File: src/rtl/core/vrmw_pkg.sv
// Package of the value range monitor: codes, register indexes and shared types.
// No dependencies; used by every design module of the block.
`default_nettype none

package vrmw_pkg;

  localparam logic [1:0] OP_VALUE = 2'd0;
  localparam logic [1:0] OP_TICK  = 2'd1;
  localparam logic [1:0] OP_START = 2'd2;

  localparam logic [2:0] ALARM_NONE    = 3'd0;
  localparam logic [2:0] ALARM_LOW     = 3'd1;
  localparam logic [2:0] ALARM_HIGH    = 3'd2;
  localparam logic [2:0] ALARM_WAIT    = 3'd3;
  localparam logic [2:0] ALARM_TIMEOUT = 3'd4;

  localparam logic [1:0] PH_OFF        = 2'd0;
  localparam logic [1:0] PH_WAIT_VALUE = 2'd1;
  localparam logic [1:0] PH_WAIT_REPLY = 2'd2;

  localparam logic [1:0] LM_OFF   = 2'd0;
  localparam logic [1:0] LM_FLAG  = 2'd1;
  localparam logic [1:0] LM_LAST  = 2'd2;
  localparam logic [1:0] LM_LIMIT = 2'd3;

  localparam logic [1:0] RT_REPL_TO_INPUT = 2'd0;
  localparam logic [1:0] RT_VALID_OUT     = 2'd1;
  localparam logic [1:0] RT_BOTH_OUT      = 2'd2;

  localparam logic [1:0] WD_ALARM      = 2'd0;
  localparam logic [1:0] WD_READ       = 2'd1;
  localparam logic [1:0] WD_READ_FALLB = 2'd2;
  localparam logic [1:0] WD_FALLBACK   = 2'd3;

  localparam int unsigned CfgIdxWidth = 3;
  localparam logic [CfgIdxWidth-1:0] REG_LOW_MODE       = 3'd0;
  localparam logic [CfgIdxWidth-1:0] REG_HIGH_MODE      = 3'd1;
  localparam logic [CfgIdxWidth-1:0] REG_LOW_LIMIT      = 3'd2;
  localparam logic [CfgIdxWidth-1:0] REG_HIGH_LIMIT     = 3'd3;
  localparam logic [CfgIdxWidth-1:0] REG_ROUTE_MODE     = 3'd4;
  localparam logic [CfgIdxWidth-1:0] REG_WATCHDOG_MODE  = 3'd5;
  localparam logic [CfgIdxWidth-1:0] REG_TIMEOUT_TICKS  = 3'd6;
  localparam logic [CfgIdxWidth-1:0] REG_FALLBACK_VALUE = 3'd7;

  localparam logic [31:0] REPLY_TIMEOUT_TICKS = 32'd5000;

  typedef struct packed {
    logic [1:0]         low_mode;
    logic [1:0]         high_mode;
    logic signed [63:0] low_limit;
    logic signed [63:0] high_limit;
    logic [1:0]         route_mode;
    logic [1:0]         watchdog_mode;
    logic [31:0]        timeout_ticks;
    logic signed [63:0] fallback_value;
  } cfg_t;

  typedef struct packed {
    logic lo;
    logic hi;
    logic ok;
    logic watch;
  } range_t;

  typedef struct packed {
    logic               send_valid;
    logic               send_to_input;
    logic signed [63:0] sent_value;
    logic               sent_replacement;
    logic               too_low;
    logic               too_high;
    logic               summary_alarm;
    logic               receive_timeout;
    logic               read_request;
    logic [2:0]         alarm_code;
  } result_t;

endpackage

`default_nettype wire

File: src/rtl/core/vrmw_cfg_regs.sv
// Configuration register file of the value range monitor.
// Depends on vrmw_pkg for the register indexes and the cfg_t type.
`default_nettype none

module vrmw_cfg_regs (
  input  wire logic                               clk_i,
  input  wire logic                               rst_ni,
  input  wire logic                               wr_en_i,
  input  wire logic [vrmw_pkg::CfgIdxWidth-1:0]   wr_index_i,
  input  wire logic [63:0]                        wr_data_i,
  output vrmw_pkg::cfg_t                          cfg_o
);

  vrmw_pkg::cfg_t cfg_q, cfg_d;

  always_comb begin
    cfg_d = cfg_q;
    if (wr_en_i) begin
      case (wr_index_i)
        vrmw_pkg::REG_LOW_MODE:       cfg_d.low_mode       = wr_data_i[1:0];
        vrmw_pkg::REG_HIGH_MODE:      cfg_d.high_mode      = wr_data_i[1:0];
        vrmw_pkg::REG_LOW_LIMIT:      cfg_d.low_limit      = wr_data_i;
        vrmw_pkg::REG_HIGH_LIMIT:     cfg_d.high_limit     = wr_data_i;
        vrmw_pkg::REG_ROUTE_MODE:     cfg_d.route_mode     = wr_data_i[1:0];
        vrmw_pkg::REG_WATCHDOG_MODE:  cfg_d.watchdog_mode  = wr_data_i[1:0];
        vrmw_pkg::REG_TIMEOUT_TICKS:  cfg_d.timeout_ticks  = wr_data_i[31:0];
        vrmw_pkg::REG_FALLBACK_VALUE: cfg_d.fallback_value = wr_data_i;
        default: ;
      endcase
    end
  end

  always_ff @(posedge clk_i or negedge rst_ni) begin
    if (!rst_ni) begin
      cfg_q <= '0;
    end else begin
      cfg_q <= cfg_d;
    end
  end

  assign cfg_o = cfg_q;

endmodule

`default_nettype wire

File: src/rtl/core/vrmw_range_check.sv
// Limit comparison of one received value against the configured low and high limits.
// Depends on vrmw_pkg for the cfg_t and range_t types.
`default_nettype none

module vrmw_range_check (
  input  wire logic signed [63:0] sample_i,
  input  vrmw_pkg::cfg_t          cfg_i,
  output vrmw_pkg::range_t        range_o
);

  logic low_on, high_on;

  assign low_on  = (cfg_i.low_mode != vrmw_pkg::LM_OFF);
  assign high_on = (cfg_i.high_mode != vrmw_pkg::LM_OFF);

  always_comb begin
    range_o.lo    = low_on && ($signed(sample_i) < $signed(cfg_i.low_limit));
    range_o.hi    = high_on && ($signed(sample_i) > $signed(cfg_i.high_limit));
    range_o.ok    = !range_o.lo && !range_o.hi;
    range_o.watch = low_on || high_on || (cfg_i.timeout_ticks != 32'd0);
  end

endmodule

`default_nettype wire

File: src/rtl/core/vrmw_core.sv
// Monitor state, watchdog and send routing; computes one result per item.
// Depends on vrmw_pkg and on vrmw_range_check for the limit comparison.
`default_nettype none

module vrmw_core (
  input  wire logic               clk_i,
  input  wire logic               rst_ni,
  input  wire logic               step_i,
  input  wire logic [1:0]         op_i,
  input  wire logic signed [63:0] sample_i,
  input  vrmw_pkg::cfg_t          cfg_i,
  output vrmw_pkg::result_t       result_o
);

  vrmw_pkg::range_t rng;

  logic [1:0]         phase_q, phase_d;
  logic [31:0]        elapsed_q, elapsed_d;
  logic signed [63:0] last_good_q, last_good_d;
  logic               has_good_q, has_good_d;
  logic [2:0]         alarm_q, alarm_d;
  logic               low_q, low_d;
  logic               high_q, high_d;
  logic               summary_q, summary_d;
  logic               timeout_q, timeout_d;
  logic               seen_q, seen_d;

  logic               armed;
  logic               tmo_on;
  logic               wd_reads;
  logic [31:0]        elapsed_inc;
  logic               raise_alarm;
  logic               use_fallback;
  logic               rd;
  logic               em_req;
  logic               em_good;
  logic signed [63:0] em_val;
  logic [1:0]         repl_mode;
  logic               go;
  logic               to_in;
  logic               send;

  vrmw_range_check u_range_check (
    .sample_i (sample_i),
    .cfg_i    (cfg_i),
    .range_o  (rng)
  );

  assign armed    = (phase_q == vrmw_pkg::PH_WAIT_VALUE) || (phase_q == vrmw_pkg::PH_WAIT_REPLY);
  assign tmo_on   = (cfg_i.timeout_ticks != 32'd0);
  assign wd_reads = (cfg_i.watchdog_mode == vrmw_pkg::WD_READ) ||
                    (cfg_i.watchdog_mode == vrmw_pkg::WD_READ_FALLB);
  assign elapsed_inc = (elapsed_q == '1) ? elapsed_q : elapsed_q + 32'd1;
  assign repl_mode   = rng.lo ? cfg_i.low_mode : cfg_i.high_mode;

  always_comb begin
    phase_d      = phase_q;
    elapsed_d    = elapsed_q;
    last_good_d  = last_good_q;
    has_good_d   = has_good_q;
    alarm_d      = alarm_q;
    low_d        = low_q;
    high_d       = high_q;
    summary_d    = summary_q;
    timeout_d    = timeout_q;
    seen_d       = seen_q;
    raise_alarm  = 1'b0;
    use_fallback = 1'b0;
    rd           = 1'b0;
    em_req       = 1'b0;
    em_good      = 1'b0;
    em_val       = '0;
    case (op_i)
      vrmw_pkg::OP_VALUE: begin
        seen_d = 1'b1;
        if (tmo_on) begin
          if (armed) begin
            elapsed_d = '0;
            phase_d   = vrmw_pkg::PH_WAIT_VALUE;
          end
          timeout_d = 1'b0;
        end
        if (cfg_i.low_mode != vrmw_pkg::LM_OFF) begin
          low_d = rng.lo;
        end
        if (cfg_i.high_mode != vrmw_pkg::LM_OFF) begin
          high_d = rng.hi;
        end
        if (rng.watch) begin
          summary_d = !rng.ok;
        end
        if (rng.ok) begin
          last_good_d = sample_i;
          has_good_d  = 1'b1;
          em_req      = 1'b1;
          em_good     = 1'b1;
          em_val      = sample_i;
          alarm_d     = vrmw_pkg::ALARM_NONE;
        end else begin
          alarm_d = rng.lo ? vrmw_pkg::ALARM_LOW : vrmw_pkg::ALARM_HIGH;
          if (repl_mode == vrmw_pkg::LM_LAST) begin
            em_req = has_good_q;
            em_val = last_good_q;
          end else if (repl_mode == vrmw_pkg::LM_LIMIT) begin
            em_req = 1'b1;
            em_val = rng.lo ? cfg_i.low_limit : cfg_i.high_limit;
          end
        end
      end
      vrmw_pkg::OP_TICK: begin
        if (armed) begin
          elapsed_d = elapsed_inc;
          if (tmo_on) begin
            if (phase_q == vrmw_pkg::PH_WAIT_VALUE) begin
              if (elapsed_inc > cfg_i.timeout_ticks) begin
                elapsed_d = '0;
                if (wd_reads) begin
                  rd      = 1'b1;
                  phase_d = vrmw_pkg::PH_WAIT_REPLY;
                  alarm_d = vrmw_pkg::ALARM_WAIT;
                end else begin
                  raise_alarm  = 1'b1;
                  use_fallback = (cfg_i.watchdog_mode == vrmw_pkg::WD_FALLBACK);
                  alarm_d      = vrmw_pkg::ALARM_TIMEOUT;
                end
              end
            end else if (elapsed_inc > vrmw_pkg::REPLY_TIMEOUT_TICKS) begin
              use_fallback = (cfg_i.watchdog_mode == vrmw_pkg::WD_READ_FALLB) ||
                             (cfg_i.watchdog_mode == vrmw_pkg::WD_FALLBACK);
              raise_alarm  = 1'b1;
              alarm_d      = vrmw_pkg::ALARM_WAIT;
              elapsed_d    = '0;
              phase_d      = vrmw_pkg::PH_WAIT_VALUE;
            end
          end
        end
        if (raise_alarm) begin
          summary_d = 1'b1;
          timeout_d = 1'b1;
        end
        if (use_fallback) begin
          em_req = 1'b1;
          em_val = cfg_i.fallback_value;
        end
      end
      vrmw_pkg::OP_START: begin
        if (!seen_q) begin
          if (tmo_on) begin
            elapsed_d = '0;
            if (wd_reads) begin
              phase_d = vrmw_pkg::PH_WAIT_REPLY;
              rd      = 1'b1;
              alarm_d = vrmw_pkg::ALARM_NONE;
            end else begin
              phase_d = vrmw_pkg::PH_WAIT_VALUE;
            end
          end else begin
            rd = 1'b1;
          end
        end
      end
      default: ;
    endcase

    case (cfg_i.route_mode)
      vrmw_pkg::RT_REPL_TO_INPUT: begin
        go    = !em_good;
        to_in = 1'b1;
      end
      vrmw_pkg::RT_VALID_OUT: begin
        go    = em_good;
        to_in = 1'b0;
      end
      vrmw_pkg::RT_BOTH_OUT: begin
        go    = 1'b1;
        to_in = 1'b0;
      end
      default: begin
        go    = !em_good;
        to_in = 1'b0;
      end
    endcase
    send = em_req && go;
    if (send && to_in) begin
      seen_d = 1'b1;
    end

    result_o.send_valid       = send;
    result_o.send_to_input    = send && to_in;
    result_o.sent_value       = send ? em_val : '0;
    result_o.sent_replacement = send && !em_good;
    result_o.too_low          = low_d;
    result_o.too_high         = high_d;
    result_o.summary_alarm    = summary_d;
    result_o.receive_timeout  = timeout_d;
    result_o.read_request     = rd;
    result_o.alarm_code       = alarm_d;
  end

  always_ff @(posedge clk_i or negedge rst_ni) begin
    if (!rst_ni) begin
      phase_q     <= vrmw_pkg::PH_OFF;
      elapsed_q   <= '0;
      last_good_q <= '0;
      has_good_q  <= 1'b0;
      alarm_q     <= vrmw_pkg::ALARM_NONE;
      low_q       <= 1'b0;
      high_q      <= 1'b0;
      summary_q   <= 1'b0;
      timeout_q   <= 1'b0;
      seen_q      <= 1'b0;
    end else if (step_i) begin
      phase_q     <= phase_d;
      elapsed_q   <= elapsed_d;
      last_good_q <= last_good_d;
      has_good_q  <= has_good_d;
      alarm_q     <= alarm_d;
      low_q       <= low_d;
      high_q      <= high_d;
      summary_q   <= summary_d;
      timeout_q   <= timeout_d;
      seen_q      <= seen_d;
    end
  end

endmodule

`default_nettype wire

File: src/rtl/core/value_range_monitor_watchdog_unit.sv
// Top level of the value range monitor with receive watchdog: input register,
// result register and handshakes. Depends on vrmw_pkg, vrmw_cfg_regs and vrmw_core.
//
// Usage. Each request on the input channel (in_valid_i, in_stall_o, op_i,
// sample_i) is a received value, a one millisecond tick or a start, and gives
// exactly one result on the output channel (out_valid_o, out_stall_i and the
// result fields). A request is taken at a rising edge with in_valid_i high and
// in_stall_o low; a result is taken with out_valid_o high and out_stall_i low.
// The edge that accepts a request loads the input register; the check and
// watchdog logic loads the result register and raises out_valid_o at an edge
// at which that register is empty or its result is taken (out_stall_i low).
// Throughput is one request per cycle while the receiver does not stall.
// While the receiver stalls, the result register holds its contents, the input
// register still takes one more request, and in_stall_o then rises.
// Registers are written through cfg_valid_i, cfg_index_i and cfg_data_i; the
// port is always ready and should be written only while the block is idle.
// Reset clears configuration, flags and watchdog, which starts disabled.
`default_nettype none

module value_range_monitor_watchdog_unit (
  input  wire logic                             clk_i,
  input  wire logic                             rst_ni,
  input  wire logic                             in_valid_i,
  output      logic                             in_stall_o,
  input  wire logic [1:0]                       op_i,
  input  wire logic signed [63:0]              sample_i,
  output      logic                             out_valid_o,
  input  wire logic                             out_stall_i,
  output      logic                             send_valid_o,
  output      logic                             send_to_input_o,
  output      logic signed [63:0]              sent_value_o,
  output      logic                             sent_replacement_o,
  output      logic                             too_low_o,
  output      logic                             too_high_o,
  output      logic                             summary_alarm_o,
  output      logic                             receive_timeout_o,
  output      logic                             read_request_o,
  output      logic [2:0]                       alarm_code_o,
  input  wire logic                             cfg_valid_i,
  output      logic                             cfg_ready_o,
  input  wire logic [vrmw_pkg::CfgIdxWidth-1:0] cfg_index_i,
  input  wire logic [63:0]                      cfg_data_i
);

  vrmw_pkg::cfg_t    cfg;
  vrmw_pkg::result_t result;
  vrmw_pkg::result_t res_q;

  logic               s1_valid_q;
  logic [1:0]         s1_op_q;
  logic signed [63:0] s1_sample_q;
  logic               out_valid_q;
  logic               advance;
  logic               accept;

  assign cfg_ready_o = 1'b1;
  assign advance     = s1_valid_q && (!out_valid_q || !out_stall_i);
  assign in_stall_o  = s1_valid_q && !advance;
  assign accept      = in_valid_i && !in_stall_o;

  vrmw_cfg_regs u_cfg_regs (
    .clk_i      (clk_i),
    .rst_ni     (rst_ni),
    .wr_en_i    (cfg_valid_i && cfg_ready_o),
    .wr_index_i (cfg_index_i),
    .wr_data_i  (cfg_data_i),
    .cfg_o      (cfg)
  );

  vrmw_core u_core (
    .clk_i    (clk_i),
    .rst_ni   (rst_ni),
    .step_i   (advance),
    .op_i     (s1_op_q),
    .sample_i (s1_sample_q),
    .cfg_i    (cfg),
    .result_o (result)
  );

  always_ff @(posedge clk_i or negedge rst_ni) begin
    if (!rst_ni) begin
      s1_valid_q  <= 1'b0;
      out_valid_q <= 1'b0;
    end else begin
      if (!in_stall_o) begin
        s1_valid_q <= in_valid_i;
      end
      if (advance) begin
        out_valid_q <= 1'b1;
      end else if (!out_stall_i) begin
        out_valid_q <= 1'b0;
      end
    end
  end

  always_ff @(posedge clk_i) begin
    if (accept) begin
      s1_op_q     <= op_i;
      s1_sample_q <= sample_i;
    end
    if (advance) begin
      res_q <= result;
    end
  end

  assign out_valid_o        = out_valid_q;
  assign send_valid_o       = res_q.send_valid;
  assign send_to_input_o    = res_q.send_to_input;
  assign sent_value_o       = res_q.sent_value;
  assign sent_replacement_o = res_q.sent_replacement;
  assign too_low_o          = res_q.too_low;
  assign too_high_o         = res_q.too_high;
  assign summary_alarm_o    = res_q.summary_alarm;
  assign receive_timeout_o  = res_q.receive_timeout;
  assign read_request_o     = res_q.read_request;
  assign alarm_code_o       = res_q.alarm_code;

endmodule

`default_nettype wire

File: config.mk
export PLATFORM = sky130hd
export DESIGN_NAME = value_range_monitor_watchdog_unit
export DESIGN_NICKNAME = d
export VERILOG_FILES = /design/src/rtl/core/vrmw_pkg.sv /design/src/rtl/core/vrmw_cfg_regs.sv /design/src/rtl/core/vrmw_range_check.sv /design/src/rtl/core/vrmw_core.sv /design/src/rtl/core/value_range_monitor_watchdog_unit.sv
export SDC_FILE = /design/constraint.sdc
export NUM_CORES = 1
export LEC_CHECK = 0
export ABC_AREA = 1
export CELL_PAD_IN_SITES_DETAIL_PLACEMENT = 0
export CELL_PAD_IN_SITES_GLOBAL_PLACEMENT = 1
export CORE_UTILIZATION = 30
export CTS_BUF_LIST = sky130_fd_sc_hd__clkbuf_8
export CTS_CLUSTER_DIAMETER = 120
export DETAILED_ROUTE_END_ITERATION = 7
export DONT_BUFFER_PORTS = 1
export PLACE_DENSITY_LB_ADDON = 0.1
export SLEW_MARGIN = 20
export SYNTH_ARGS = -nofsm -noshare
export SYNTH_HDL_FRONTEND = slang
export SYNTH_HIERARCHICAL = 1
export SYNTH_SLANG_ARGS = --single-unit
File: constraint.sdc
create_clock -name clk_i -period 6.3 [get_ports clk_i]
set_input_delay 0.315 -clock clk_i [delete_from_list [all_inputs] [get_ports clk_i]]
set_output_delay 0.315 -clock clk_i [all_outputs]
set_load 0.05 [all_outputs]
==> metrics.md <==
| Metric | Value |
|---|---|
| Number of vias per cell | just under 5 |
| Max-slew headroom | -1.052 |
| Switch share | 0.3712 |
| Reg2Reg Setup Slack | 1.50 ns |
| Period Utilization, post-route | 0.7614 |
| Clock slew at reported path FFs | 0.06 ns |
| Iteration-0 DRC Markers | between 1500 and 2000 |
| Mean Syn Cell Area | 8.268 µm² |
| Post-synth top area share | 0.3180 |
| Fin Setup TNS | 0 ns |
| Post-synth EDFFs | 141 |
| Worst Clk Skew | ~0.045 ns |
| Outcome | complete, but fails checks |
| Post-CTS setup buffers | 0 |
| DRC errors left | 32 |
| Total GRT Usage | 0.2219 |
| Initial DRT Pass Iterations | 7 |
| Int Power | 6.501 mW |
| Adder-Cell Fraction of Synth Area | 0.07881 |
| Max FO, Critical Path | 32 |
| PD cells | 331.3 nW/µm² |
| Compound-Gate Fraction of Synth Area | 0.07923 |
| H-tree levels | 3 |
| Fin Hold WS | -0.6610 ns |
| TritonCTS clock tree | built |
| Worst setup EP type | flip-flop |
| GPL Wtd Cong | 0.8612 |
| Psw | 3.838 mW |
| Top-count cell post-synth | nand2_1 |
| Vias in the first global route | 23080 |
| Layout cell share with drive strength beyond 1 | 0.09760 |
| Routed Antenna Nets | 0 |
| Mux share of post-synthesis cell area | 0.02723 |
| Ys async rst share | 0.7075 |
| Post-DP HPWL | 64990 µm |
| CP startpoint kind | flip-flop |
| VDD IR max | roughly 0.00025 V |
| Post-Synth Simple-Gate Area | 0.2633 |
| Grt ovf | 0 |
| Syn_nets | 3552 |
| Final setup fails | 0 |
| CP required | slightly below 7 ns |
| Core area | 88510 µm² |
| Sequential share of power | 0.430 |
| Maximum operating frequency | 208.5 MHz |
| Mapped cell area | 26830 µm² |
| Die Ht | 301.1 µm |
| Worst Tran Pin Value | slightly above 3 ns |
| IO Count | 216 |
| Min Clock Period, post-route | 4.797 ns |
| Pin count of the biggest net entering global routing | 342 |
| R2R cell count | 24 |
| Drt total wl | 100600 µm |
| Final net count | around 3700 |
| TritonCTS Sinks | around 480 |
| WP data arrival | 5.25 ns |
| Failing checks | DRC, hold timing, slew limit |
| Initial Util | 0.3031 |
| Final Max Tran Viols | 275 |
| Max Cap Viol | 0 |
| Root Driver | clkbuf_8 |
| Width of the die | roughly 300 µm |
| CTS Hold Bufs | 142 |
| Row Count | 109 |
| Combinational Power Share | 0.262 |
| Synth top cells by count | nand2_1, dfrtp_1, inv_1 |
| Clock Latency Late Sink | 0.73 ns |
| Layout overhead on the synthesized area | 16.30% |
| Main combinational cell family by area after synthesis | simple AND/OR/NAND/NOR gates |
| CP Class | reg -> reg |
| Synth Flop Type | dfrtp_1 |
| Port bufs | 0 |
| Full die area | 90640 µm² |
| FF-to-FF End | sent_value_o[57] |
| Initial antenna violation count | 18 |
| Wire length per cell | 21.75 µm |
| RSZ-0062 raised after global routing | no |
| Post-synthesis xor/xnor area fraction | 0.002938 |
| Final hold vios | 311 |
| Post-synthesis register bit count | around 480 |
| Total CTS buffers | 94 |
| Synth unique cells | 51 |
| Area leader, netlist | dfrtp_1 |
| Worst Hold Class | in -> async |
| Mapped Cells | 3245 |
| Global-route wire length before repair | 149600 µm |
| Post-placement setup slack | 1.485 ns |
| Register area share after synthesis | 0.4758 |
| Critical R2R Launch | u_core/elapsed_q[0] |
| Vias | 22560 |
| Clock tree buffer depth | 3 |
| Leakage Power | 14.55 nW |
| Final WS setup | 1.503 ns |
| Clk pwr share | 0.308 |
| Synth warnings | 6 |
| Top cells by area, synth | dfrtp_1, nand2_1, edfxtp_1 |
[critical path, stage by stage, from the launching register on]
cell and delay (ns):
dfrtp_1 0.44, ha_1 0.32, inv_2 0.10, nor2_4 0.06, nand2_4 0.10, nor2_8 0.06, nand2_2 0.47, inv_2 0.10
nor2_1 0.20, inv_1 0.07, ha_1 0.29, nand2_1 0.06, nor3_1 0.25, nand4_1 0.13, nor2_1 0.18, nand2_1 0.09
o21ai_0 0.20, inv_1 0.14, nand3_1 0.12, nand2_2 0.29, nand2_1 0.14, nand2_1 0.11, nand2_4 0.11, buf_4 0.38
a21oi_1 0.09
[cell usage in the layout (no fill, tap or decap), types with 3 or more instances in the layout]
cell / n
nand4_1: 25
inv_2: 11
nand2_4: 5
a21oi_1: 231
nor3_2: 5
diode_2: 6
dlygate4sd3_1: 141
clkinv_2: 12
nor2_4: 8
edfxtp_1: 141
o21ai_1: 6
clkinv_1: 10
nor2_1: 108
ha_1: 169
nand2_2: 12
a31oi_1: 4
o21bai_1: 3
o21a_1: 4
xor2_1: 8
a21oi_2: 42
nor2_2: 12
bufinv_16: 3
clkbuf_8: 109
dfrtp_1: 341
or2_2: 3
nand2_1: 1234
o22ai_1: 25
o211ai_1: 4
nand3_1: 254
inv_1: 322
nand3_2: 4
a21boi_0: 3
mux2_2: 64
and3_1: 3
buf_12: 5
nor3_1: 7
nor4_1: 18
o21ai_0: 44
buf_4: 30
[layer usage]
layer | global-route usage | wire length (µm) | vias up
li1 | - | - | 10860
met1 | 0.3095 | 47350 | 10930
met2 | 0.3474 | 44730 | 593
met3 | 0.04719 | 6127 | 162
met4 | 0.05693 | 2232 | 16
met5 | 0 | 118 | -
[layout make-up]
type | instances | area (µm²)
timing repair buffer | 178 | 1792
antenna | 6 | 15.01
tap | 1165 | 1458
clock inverter | 67 | 374.1
inverter | 295 | 1109
multi-input combinational | 2322 | 12190
fill | 9271 | 57310
clock buffer | 109 | 1500
sequential | 482 | 12770
[timing repair]
item / 4_1_cts / 5_1_grt
gates resized for setup: 0 / 0
hold endpoints to repair: 641 / 341
endpoints found under the setup margin: 0 / 0
[state kept, by name, summed over array words and instances, names as in the netlist, 2 cells and up]
name / flops
s1_sample_q: 64
sent_value_o: 64
u_cfg_regs/cfg_o: 232
u_core/elapsed_q: 32
u_core/phase_q: 2
alarm_code_o: 3
u_core/last_good_q: 64
u_core/alarm_q: 3
s1_op_q: 2
[how the worst max path moves through the flow]
stage / from / endpoint / slack (ns) / cells past startpoint
2_1_floorplan: out_valid_o / u_core/elapsed_q[10] / 0.23 / 6
3_3_place_gp: s1_sample_q[59] / sent_value_o[45] / 1.46 / 17
3_5_place_dp: u_core/elapsed_q[0] / sent_value_o[59] / 1.48 / 24
4_1_cts: u_core/elapsed_q[0] / sent_value_o[59] / 1.50 / 24
5_1_grt: u_core/elapsed_q[0] / sent_value_o[57] / 1.03 / 24
6_report: u_core/elapsed_q[0] / sent_value_o[57] / 1.50 / 24
[stage by stage]
| step | std cells | cell area [µm²] | utilization | hold slack, ns | power (mW) |
|---|---|---|---|---|---|
| after floorplan | 3245 | 26830 | - | 0.01941 | 6.152 |
| after global placement | 4298 | 27830 | 0.3144 | 0.04662 | 7.028 |
| after detailed placement | 4300 | 27880 | 0.3150 | 0.05052 | 7.090 |
| after CTS | 4618 | 31190 | 0.3524 | -0.7521 | 10.47 |
| after global routing | 4621 | 31200 | 0.3525 | -0.7271 | 11.00 |
| final | 4624 | 31200 | 0.3526 | -0.6610 | 10.34 |
[cells by family after synthesis]
kind of cell             count (synthesis)
AO/OA/AOI/OAI                          374
AND/OR/NAND/NOR                       1704
multiplexers                            65
flip-flops                             482
adder cells (fa/ha/maj)                169
buffers and inverters                  441
other                                    1
XOR/XNOR                                 9
[power groups by stage]
stage / combinational (mW) / clock [mW] / sequential (mW)
detailed placement: 2.59 / 0 / 4.50
CTS: 2.72 / 3.31 / 4.45
finish: 2.71 / 3.18 / 4.45
global placement: 2.55 / 0 / 4.48
global route: 3.03 / 3.44 / 4.53
floorplan: 1.81 / 0 / 4.34
(Power assumes the default switching activity.)
